### config.mk
export PLATFORM = sky130hd
export DESIGN_NAME = laser_stripe_row_centroid
export DESIGN_NICKNAME = d
export VERILOG_FILES = /design/src/lsrc_pkg.sv /design/src/lsrc_front.sv /design/src/lsrc_fifo.sv /design/src/lsrc_div.sv /design/src/laser_stripe_row_centroid.sv
export SDC_FILE = /design/constraint.sdc
export NUM_CORES = 1
export LEC_CHECK = 0
export BUFFER_PORTS_ARGS = -buffer_cell sky130_fd_sc_hd__buf_2
export CAP_MARGIN = 25
export CORE_MARGIN = 2
export CORE_UTILIZATION = 60
export DETAILED_ROUTE_END_ITERATION = 8
export PLACE_DENSITY = 0.77
export SLEW_MARGIN = 0
export SYNTH_ARGS = -nofsm -noshare
export SYNTH_HDL_FRONTEND = slang
export SYNTH_SLANG_ARGS = --single-unit
### constraint.sdc
create_clock -name aclk -period 7.7 [get_ports aclk]
set_input_delay 0.385 -clock aclk [delete_from_list [all_inputs] [get_ports aclk]]
set_output_delay 0.385 -clock aclk [all_outputs]
set_load 0.02 [all_outputs]
### src/lsrc_pkg.sv
// Shared constants and width helpers for the laser stripe row centroid block.
// Used by every module of the block; depends on nothing else.
`timescale 1ns / 1ps
`default_nettype none

package lsrc_pkg;

    localparam int PIXEL_W         = 8;
    localparam int CENTROID_W      = 20;
    localparam int ROW_IDX_W       = 11;
    localparam int FRAC_W          = 8;
    localparam int S_TDATA_W       = 8;
    localparam int M_TDATA_W       = 32;
    localparam int MAX_WIDTH_DEF   = 2048;
    localparam int MAX_ROWS_DEF    = 2048;
    localparam int FIFO_DEPTH      = 4;
    localparam logic [PIXEL_W-1:0] THRESHOLD_RESET = 8'd127;

    // Column counter must hold MAX_WIDTH itself (saturated state).
    function automatic int col_width(input int max_width);
        return $clog2(max_width + 1);
    endfunction

    // Largest weighted sum: every pixel 255 on every column of a full row.
    function automatic int wsum_width(input int max_width);
        longint wmax;
        wmax = 64'(255) * longint'(max_width) * longint'(max_width + 1) / 2;
        return $clog2(wmax + 1);
    endfunction

    function automatic int isum_width(input int max_width);
        longint imax;
        imax = 64'(255) * longint'(max_width);
        return $clog2(imax + 1);
    endfunction

    // The centroid never exceeds the last column, so the quotient is bounded.
    function automatic int quo_width(input int max_width);
        longint qmax;
        qmax = longint'(max_width) * 64'(256);
        return $clog2(qmax + 1);
    endfunction

    function automatic int row_width(input int max_rows);
        return (max_rows > 1) ? $clog2(max_rows) : 1;
    endfunction

endpackage

`default_nettype wire

### src/lsrc_front.sv
// Front end: threshold register, per-row weighted and intensity accumulation.
// Emits one request per finished row that had a bright pixel. Uses lsrc_pkg.
`timescale 1ns / 1ps
`default_nettype none

module lsrc_front #(
    parameter int MAX_WIDTH = lsrc_pkg::MAX_WIDTH_DEF,
    parameter int MAX_ROWS  = lsrc_pkg::MAX_ROWS_DEF,
    parameter int REC_W     = 64
) (
    input  wire logic                         aclk,
    input  wire logic                         aresetn,
    input  wire logic                         cfg_wr_en,
    input  wire logic [lsrc_pkg::PIXEL_W-1:0] cfg_wr_data,
    input  wire logic                         s_tvalid,
    output logic                              s_tready,
    input  wire logic [lsrc_pkg::PIXEL_W-1:0] pixel,
    input  wire logic                         end_of_row,
    input  wire logic                         end_of_frame,
    input  wire logic                         q_full,
    output logic                              q_push,
    output logic [REC_W-1:0]                  q_data
);

    localparam int CW  = lsrc_pkg::col_width(MAX_WIDTH);
    localparam int WSW = lsrc_pkg::wsum_width(MAX_WIDTH);
    localparam int ISW = lsrc_pkg::isum_width(MAX_WIDTH);
    localparam int RW  = lsrc_pkg::row_width(MAX_ROWS);
    localparam int PW  = lsrc_pkg::PIXEL_W;

    logic [PW-1:0]  thr_reg;
    logic [CW-1:0]  col_reg, col_next;
    logic [WSW-1:0] ws_reg, ws_next;
    logic [ISW-1:0] is_reg, is_next;
    logic [RW-1:0]  row_reg, row_next;

    logic           accept;
    logic           in_range;
    logic           bright;
    logic           row_done;
    logic [CW-1:0]  col_inc;
    logic [PW+CW-1:0] prod;
    logic [WSW-1:0] ws_sum;
    logic [ISW-1:0] is_sum;

    assign s_tready = !q_full;
    assign accept   = s_tvalid && s_tready;
    assign row_done = end_of_row || end_of_frame;
    assign in_range = (col_reg < CW'(MAX_WIDTH));
    assign bright   = in_range && (pixel > thr_reg);
    assign col_inc  = col_reg + CW'(1);
    assign prod     = (PW+CW)'(pixel) * (PW+CW)'(col_inc);

    always_comb begin
        ws_sum = ws_reg;
        is_sum = is_reg;
        if (bright) begin
            ws_sum = ws_reg + WSW'(prod);
            is_sum = is_reg + ISW'(pixel);
        end
    end

    assign q_push = accept && row_done && (is_sum != '0);
    assign q_data = REC_W'({row_reg, is_sum, ws_sum});

    always_comb begin
        col_next = col_reg;
        ws_next  = ws_reg;
        is_next  = is_reg;
        row_next = row_reg;
        if (accept) begin
            if (row_done) begin
                col_next = '0;
                ws_next  = '0;
                is_next  = '0;
                if (end_of_frame) begin
                    row_next = '0;
                end else if (row_reg < RW'(MAX_ROWS - 1)) begin
                    row_next = row_reg + RW'(1);
                end
            end else begin
                ws_next = ws_sum;
                is_next = is_sum;
                if (in_range) begin
                    col_next = col_inc;
                end
            end
        end
    end

    always_ff @(posedge aclk) begin
        if (!aresetn) begin
            thr_reg <= lsrc_pkg::THRESHOLD_RESET;
            col_reg <= '0;
            ws_reg  <= '0;
            is_reg  <= '0;
            row_reg <= '0;
        end else begin
            if (cfg_wr_en) begin
                thr_reg <= cfg_wr_data;
            end
            col_reg <= col_next;
            ws_reg  <= ws_next;
            is_reg  <= is_next;
            row_reg <= row_next;
        end
    end

endmodule

`default_nettype wire

### src/lsrc_fifo.sv
// Short request queue between the row accumulator and the divider.
// Holds finished row sums; uses the depth constant from lsrc_pkg.
`timescale 1ns / 1ps
`default_nettype none

module lsrc_fifo #(
    parameter int DATA_W = 64
) (
    input  wire logic              aclk,
    input  wire logic              aresetn,
    input  wire logic              push,
    input  wire logic [DATA_W-1:0] push_data,
    output logic                   full,
    input  wire logic              pop,
    output logic                   not_empty,
    output logic [DATA_W-1:0]      pop_data
);

    localparam int DEPTH = lsrc_pkg::FIFO_DEPTH;
    localparam int PTR_W = (DEPTH > 1) ? $clog2(DEPTH) : 1;
    localparam int CNT_W = $clog2(DEPTH + 1);

    logic [DATA_W-1:0] mem [DEPTH];
    logic [PTR_W-1:0]  wr_ptr_reg, wr_ptr_next;
    logic [PTR_W-1:0]  rd_ptr_reg, rd_ptr_next;
    logic [CNT_W-1:0]  cnt_reg, cnt_next;
    logic              do_push;
    logic              do_pop;

    assign full      = (cnt_reg == CNT_W'(DEPTH));
    assign not_empty = (cnt_reg != '0);
    assign do_push   = push && !full;
    assign do_pop    = pop && not_empty;
    assign pop_data  = mem[rd_ptr_reg];

    always_comb begin
        wr_ptr_next = wr_ptr_reg;
        rd_ptr_next = rd_ptr_reg;
        cnt_next    = cnt_reg;
        if (do_push) begin
            wr_ptr_next = (wr_ptr_reg == PTR_W'(DEPTH - 1)) ? '0 : wr_ptr_reg + PTR_W'(1);
        end
        if (do_pop) begin
            rd_ptr_next = (rd_ptr_reg == PTR_W'(DEPTH - 1)) ? '0 : rd_ptr_reg + PTR_W'(1);
        end
        if (do_push && !do_pop) begin
            cnt_next = cnt_reg + CNT_W'(1);
        end else if (do_pop && !do_push) begin
            cnt_next = cnt_reg - CNT_W'(1);
        end
    end

    always_ff @(posedge aclk) begin
        if (do_push) begin
            mem[wr_ptr_reg] <= push_data;
        end
    end

    always_ff @(posedge aclk) begin
        if (!aresetn) begin
            wr_ptr_reg <= '0;
            rd_ptr_reg <= '0;
            cnt_reg    <= '0;
        end else begin
            wr_ptr_reg <= wr_ptr_next;
            rd_ptr_reg <= rd_ptr_next;
            cnt_reg    <= cnt_next;
        end
    end

endmodule

`default_nettype wire

### src/lsrc_div.sv
// Back end: radix-2 restoring divider producing the Q.8 centroid, plus the
// output register of the result stream. Uses width helpers from lsrc_pkg.
`timescale 1ns / 1ps
`default_nettype none

module lsrc_div #(
    parameter int MAX_WIDTH = lsrc_pkg::MAX_WIDTH_DEF,
    parameter int MAX_ROWS  = lsrc_pkg::MAX_ROWS_DEF,
    parameter int REC_W     = 64
) (
    input  wire logic                            aclk,
    input  wire logic                            aresetn,
    input  wire logic                            q_not_empty,
    input  wire logic [REC_W-1:0]                q_data,
    output logic                                 q_pop,
    output logic                                 m_tvalid,
    input  wire logic                            m_tready,
    output logic [lsrc_pkg::CENTROID_W-1:0]      centroid_q8,
    output logic [lsrc_pkg::ROW_IDX_W-1:0]       row_index
);

    localparam int WSW = lsrc_pkg::wsum_width(MAX_WIDTH);
    localparam int ISW = lsrc_pkg::isum_width(MAX_WIDTH);
    localparam int RW  = lsrc_pkg::row_width(MAX_ROWS);
    localparam int QW  = lsrc_pkg::quo_width(MAX_WIDTH);
    localparam int NW  = WSW + lsrc_pkg::FRAC_W;
    localparam int SW  = (QW > 1) ? $clog2(QW) : 1;

    typedef enum logic [1:0] {
        ST_IDLE,
        ST_RUN,
        ST_DONE
    } state_t;

    state_t         state_reg;
    logic [SW-1:0]  step_reg;
    logic [ISW-1:0] rem_reg;
    logic [QW-1:0]  quo_reg;
    logic [ISW-1:0] den_reg;
    logic [RW-1:0]  row_reg;
    logic           out_valid_reg;
    logic [lsrc_pkg::CENTROID_W-1:0] out_cent_reg;
    logic [lsrc_pkg::ROW_IDX_W-1:0]  out_row_reg;

    logic [WSW-1:0] rec_ws;
    logic [ISW-1:0] rec_is;
    logic [RW-1:0]  rec_row;
    logic [NW-1:0]  dividend;
    logic [ISW:0]   trial;
    logic [ISW:0]   diff;
    logic           ge;
    logic           slot_free;

    assign rec_ws   = q_data[WSW-1:0];
    assign rec_is   = q_data[WSW+ISW-1:WSW];
    assign rec_row  = q_data[WSW+ISW+RW-1:WSW+ISW];
    assign dividend = {rec_ws, {lsrc_pkg::FRAC_W{1'b0}}};

    // The quotient fits in QW bits, so the bits above it are already below the divisor.
    assign trial = {rem_reg, quo_reg[QW-1]};
    assign diff  = trial - {1'b0, den_reg};
    assign ge    = (trial >= {1'b0, den_reg});

    assign slot_free = !out_valid_reg || m_tready;
    assign q_pop     = (state_reg == ST_IDLE) && q_not_empty;

    assign m_tvalid    = out_valid_reg;
    assign centroid_q8 = out_cent_reg;
    assign row_index   = out_row_reg;

    always_ff @(posedge aclk) begin
        if (!aresetn) begin
            state_reg     <= ST_IDLE;
            step_reg      <= '0;
            out_valid_reg <= 1'b0;
        end else begin
            if ((state_reg == ST_DONE) && slot_free) begin
                out_valid_reg <= 1'b1;
            end else if (m_tready) begin
                out_valid_reg <= 1'b0;
            end
            case (state_reg)
                ST_IDLE: begin
                    if (q_not_empty) begin
                        rem_reg   <= ISW'(dividend >> QW);
                        quo_reg   <= dividend[QW-1:0];
                        den_reg   <= rec_is;
                        row_reg   <= rec_row;
                        step_reg  <= SW'(QW - 1);
                        state_reg <= ST_RUN;
                    end
                end
                ST_RUN: begin
                    rem_reg <= ge ? diff[ISW-1:0] : trial[ISW-1:0];
                    quo_reg <= {quo_reg[QW-2:0], ge};
                    if (step_reg == '0) begin
                        state_reg <= ST_DONE;
                    end else begin
                        step_reg <= step_reg - SW'(1);
                    end
                end
                ST_DONE: begin
                    if (slot_free) begin
                        out_cent_reg  <= lsrc_pkg::CENTROID_W'(quo_reg);
                        out_row_reg   <= lsrc_pkg::ROW_IDX_W'(row_reg);
                        state_reg     <= ST_IDLE;
                    end
                end
                default: begin
                    state_reg <= ST_IDLE;
                end
            endcase
        end
    end

endmodule

`default_nettype wire

### src/laser_stripe_row_centroid.sv
// Pixels are taken at one per clock while the row queue has room. Each row
// with at least one pixel above the threshold leaves a request in a
// four-entry queue; a radix-2 restoring divider turns it into a Q.8
// centroid. The divider works on one request at a time; rows that end
// while it is busy are buffered by the queue, and the input stalls only
// while the queue is full.
// Top level; depends on lsrc_pkg, lsrc_front, lsrc_fifo and lsrc_div.
`timescale 1ns / 1ps
`default_nettype none

module laser_stripe_row_centroid #(
    parameter int MAX_WIDTH = lsrc_pkg::MAX_WIDTH_DEF,
    parameter int MAX_ROWS  = lsrc_pkg::MAX_ROWS_DEF
) (
    input  wire logic                           aclk,
    input  wire logic                           aresetn,
    input  wire logic                           cfg_wr_en,
    input  wire logic [lsrc_pkg::PIXEL_W-1:0]   cfg_wr_data,  // threshold
    input  wire logic                           s_tvalid,
    output logic                                s_tready,
    input  wire logic [lsrc_pkg::S_TDATA_W-1:0] s_tdata,      // [7:0] pixel
    input  wire logic                           s_tlast,      // end_of_row
    input  wire logic                           s_tuser,      // [0] end_of_frame
    output logic                                m_tvalid,
    input  wire logic                           m_tready,
    output logic [lsrc_pkg::M_TDATA_W-1:0]      m_tdata       // [19:0] centroid_q8,
                                                              // [30:20] row_index
);

    localparam int WSW   = lsrc_pkg::wsum_width(MAX_WIDTH);
    localparam int ISW   = lsrc_pkg::isum_width(MAX_WIDTH);
    localparam int RW    = lsrc_pkg::row_width(MAX_ROWS);
    localparam int REC_W = WSW + ISW + RW;

    logic             q_full;
    logic             q_push;
    logic [REC_W-1:0] q_wdata;
    logic             q_pop;
    logic             q_not_empty;
    logic [REC_W-1:0] q_rdata;
    logic [lsrc_pkg::CENTROID_W-1:0] centroid_q8;
    logic [lsrc_pkg::ROW_IDX_W-1:0]  row_index;

    lsrc_front #(
        .MAX_WIDTH (MAX_WIDTH),
        .MAX_ROWS  (MAX_ROWS),
        .REC_W     (REC_W)
    ) u_front (
        .aclk         (aclk),
        .aresetn      (aresetn),
        .cfg_wr_en    (cfg_wr_en),
        .cfg_wr_data  (cfg_wr_data),
        .s_tvalid     (s_tvalid),
        .s_tready     (s_tready),
        .pixel        (s_tdata[lsrc_pkg::PIXEL_W-1:0]),
        .end_of_row   (s_tlast),
        .end_of_frame (s_tuser),
        .q_full       (q_full),
        .q_push       (q_push),
        .q_data       (q_wdata)
    );

    lsrc_fifo #(
        .DATA_W (REC_W)
    ) u_fifo (
        .aclk      (aclk),
        .aresetn   (aresetn),
        .push      (q_push),
        .push_data (q_wdata),
        .full      (q_full),
        .pop       (q_pop),
        .not_empty (q_not_empty),
        .pop_data  (q_rdata)
    );

    lsrc_div #(
        .MAX_WIDTH (MAX_WIDTH),
        .MAX_ROWS  (MAX_ROWS),
        .REC_W     (REC_W)
    ) u_div (
        .aclk        (aclk),
        .aresetn     (aresetn),
        .q_not_empty (q_not_empty),
        .q_data      (q_rdata),
        .q_pop       (q_pop),
        .m_tvalid    (m_tvalid),
        .m_tready    (m_tready),
        .centroid_q8 (centroid_q8),
        .row_index   (row_index)
    );

    assign m_tdata = lsrc_pkg::M_TDATA_W'({row_index, centroid_q8});

endmodule

`default_nettype wire

==> impl_results.md <==
- Metal3 WL: 2940 um
- Initial antenna violation count: 0
- Max-cap viol count: 0
- Area Overhead vs Synth: 10.0%
- Least-Margin Pin Slew: 954 ps
- Crit end category: flop
- Period utilisation layout: 0.932
- Layout cell share with drive strength beyond 1: 0.123
- Diode count: 0
- Most frequent cells after synthesis: edfxtp_1, nand2_1, inv_1, nor2_1, dfxtp_1
- Worst setup path category: reg2reg
- Min Tclk post-route: around 7000 ps
- Leading cell type by number of instances after synthesis: edfxtp_1
- Resize count post-CTS: 0
- Clk root buf: clkbuf_16
- Top post-synthesis cells by area: edfxtp_1, dfxtp_1, fa_1, mux4_2, ha_1
- PD cells: between 200 and 300 mW/mm2
- Vias in the first global route: about 14,000
- Num CTS Buffers: 43
- Lkg Pwr: 9.49 nW
- Clk slew on worst S/H paths: 70 ps
- Top-area cell type share of the netlist area: 0.458
- Final GP Congestion: approximately 0.90
- CTS H-tree lvls: 2
- Final nets: 2,021
- Ys Warns: 0
- Clock Tree Buf Depth: 3
- Worst vdd ir: 0.000247 V
- Primary FF master, synth: edfxtp_1
- Row cnt: 70
- CTS Hold Bufs: 0
- Status: finished, final reports clean
- Cell area after synthesis: 0.0220 mm2
- Vias: 13,700
- Netlist cell types: 65
- Total grt overflow: 0
- Syn_nets: between 1,500 and 2,000
- Max layer used: met4
- Largest net degree at the start of global routing: 73
- Drt via density: about 5.9
- Setup TNS: 0 ps
- DRT iter0 DRCs: 1,100
- Largest register FFs: between 200 and 250
- Achievable frequency: 139 MHz
- TritonCTS clock tree: built
- CP Launch Type: flop
- Drt wl/cell: 19.6 um
- M1 wire length: 20,400 um
- Gr usage total: 0.246
- HP Class: in2reg
- Detail Route met2 WL: about 21,000 um
- Die Area: 0.0383 mm2
- Fin. Hold Viols: 0
- Synthesized area per cell: 12.4 um2
- IO Port Bufs: 55
- Area post-placement: roughly 0.023 mm2
- Number of remaining DRC errors: 0
- Design Area, Final: 0.0242 mm2
- Post-synthesis instance total: 1,773
- Antenna-violating nets left: 0
- Dominant cell type by area after synthesis: edfxtp_1
- Synth Register Bits: 432
- Clock Latency Late Sink: roughly 560 ps
- First-pass GRT wire length: approximately 74,000 um
- Seq/Total Area, Yosys: 0.545
- CP max FO: 14
- Max_slew headroom: 0.363
- Core area: around 0.036 mm2
- RSZ-0062 raised after global routing: false
- Req. time, crit path: 7970 ps
- Drt total wl: 45,500 um
- # IOs: 57
- Crit path arrival time: ~7500 ps
- Share of flip-flops with an asynchronous set or reset: 0
- Router iterations before antenna repair: 5
- Die height: 196 um
- Max-slew violations: 0
- Post-CTS Setup Inserts: 0
- EDFF count, synth: about 340
- Die Wd: 196 um
- Worst Skew: 22.2 ps
- Starting density of the core: 0.606
- Clock Sink Count: 432
- Post-DP HPWL: 30,500 um
- Setup violators final: 0
## layout by cell type (no fill, tap or decap), types with 7 or more instances in the layout
cell type	count
nand4_1	11
xor2_1	34
and3_1	8
xnor2_1	43
mux4_2	59
a31oi_1	7
dfxtp_1	94
buf_2	55
o211ai_1	15
a21oi_1	52
inv_1	167
clkbuf_1	9
clkbuf_16	45
or3_1	10
mux2_2	12
mux2i_1	21
nor3_1	27
ha_1	91
a22oi_1	42
nor2b_1	18
o21ai_0	55
edfxtp_1	336
and2_1	61
nand3_1	23
fa_1	81
a21o_1	19
nor2_1	137
nand2_1	176
buf_4	19
nand2b_1	14
## worst max-delay path: stages, from the launching register on
cell and delay [ps]:
dfxtp_1 600, nand2_1 130, nor3_1 280, nand2_1 120, xnor2_1 550, nand2_1 150
fa_1 500, inv_1 50, fa_1 470, fa_1 490, inv_1 50, fa_1 520
inv_1 40, ha_1 320, a21oi_1 230, o21ai_0 200, a2111oi_1 630, nor2_1 170
a221o_1 340, a21o_1 210, a21oi_1 490, nor2_1 130, xor2_1 200
## worst paths after layout
| check | start | endpoint | slack (ps) | cells after the start |
|---|---|---|---|---|
| worst min-delay path | cfg_wr_data[5] | u_front.thr_reg[5] | 50 | 3 |
| worst max register to register | u_front.col_reg[0] | u_fifo.mem[3][23] | 520 | 22 |
| worst min register to register | u_div.row_reg[6] | u_div.row_index[6] | 410 | 0 |
| worst max-delay path | u_front.col_reg[0] | u_fifo.mem[3][23] | 520 | 22 |
## power breakdown
part	internal (mW)	switching, mW	total [mW]
Combinational	0.763	1.08	1.84
Clock	1.19	0.863	2.05
Sequential	2.89	0.128	3.01
Total	4.84	2.07	6.91
## metal layers
layer / up-vias / track usage
met2: 441 / 0.397
met4: 0 / 0.0636
met3: 63 / 0.0347
met1: 6770 / 0.358
met5: - / 0
li1: 6393 / -
## cell type report
class                      instances  area, um2
inverter                         169        634
clock buffer                      56       1190
multi-input combinational       1104       9150
fill                            2549      12100
sequential                       432      12000
timing repair buffer              76        465
clock inverter                    19        195
tap                              468        586
## logic make-up (layout without fill, tap and decap cells)
family / Yosys count / in the layout / share of synthesized area
other: 1 / 1 / 0.000170
adders and majority gates: 172 / 172 / 0.125
muxes: 92 / 92 / 0.0760
and+or+nand+nor: 522 / 522 / 0.111
DFF: 432 / 432 / 0.545
AOI/OAI and AO/OA: 239 / 239 / 0.0703
buffers and inverters: 237 / 320 / 0.0410
xor gates and xnor gates: 78 / 78 / 0.0310
## per-stage QoR
step / total power [mW] / std cells / hold WS (ps) / util / worst slack, ps
detailed placement: 4.87 / 2247 / 405 / 0.627 / 602
finish: 6.91 / 2324 / 50.4 / 0.667 / 523
CTS: 6.94 / 2322 / 31.5 / 0.665 / 559
global placement: 4.80 / 2247 / 401 / 0.627 / 795
floorplan: 4.41 / 1773 / 400 / - / 1420
global route: 7.27 / 2324 / 44.3 / 0.667 / 33.7
Power figures use the tool's default switching activity.
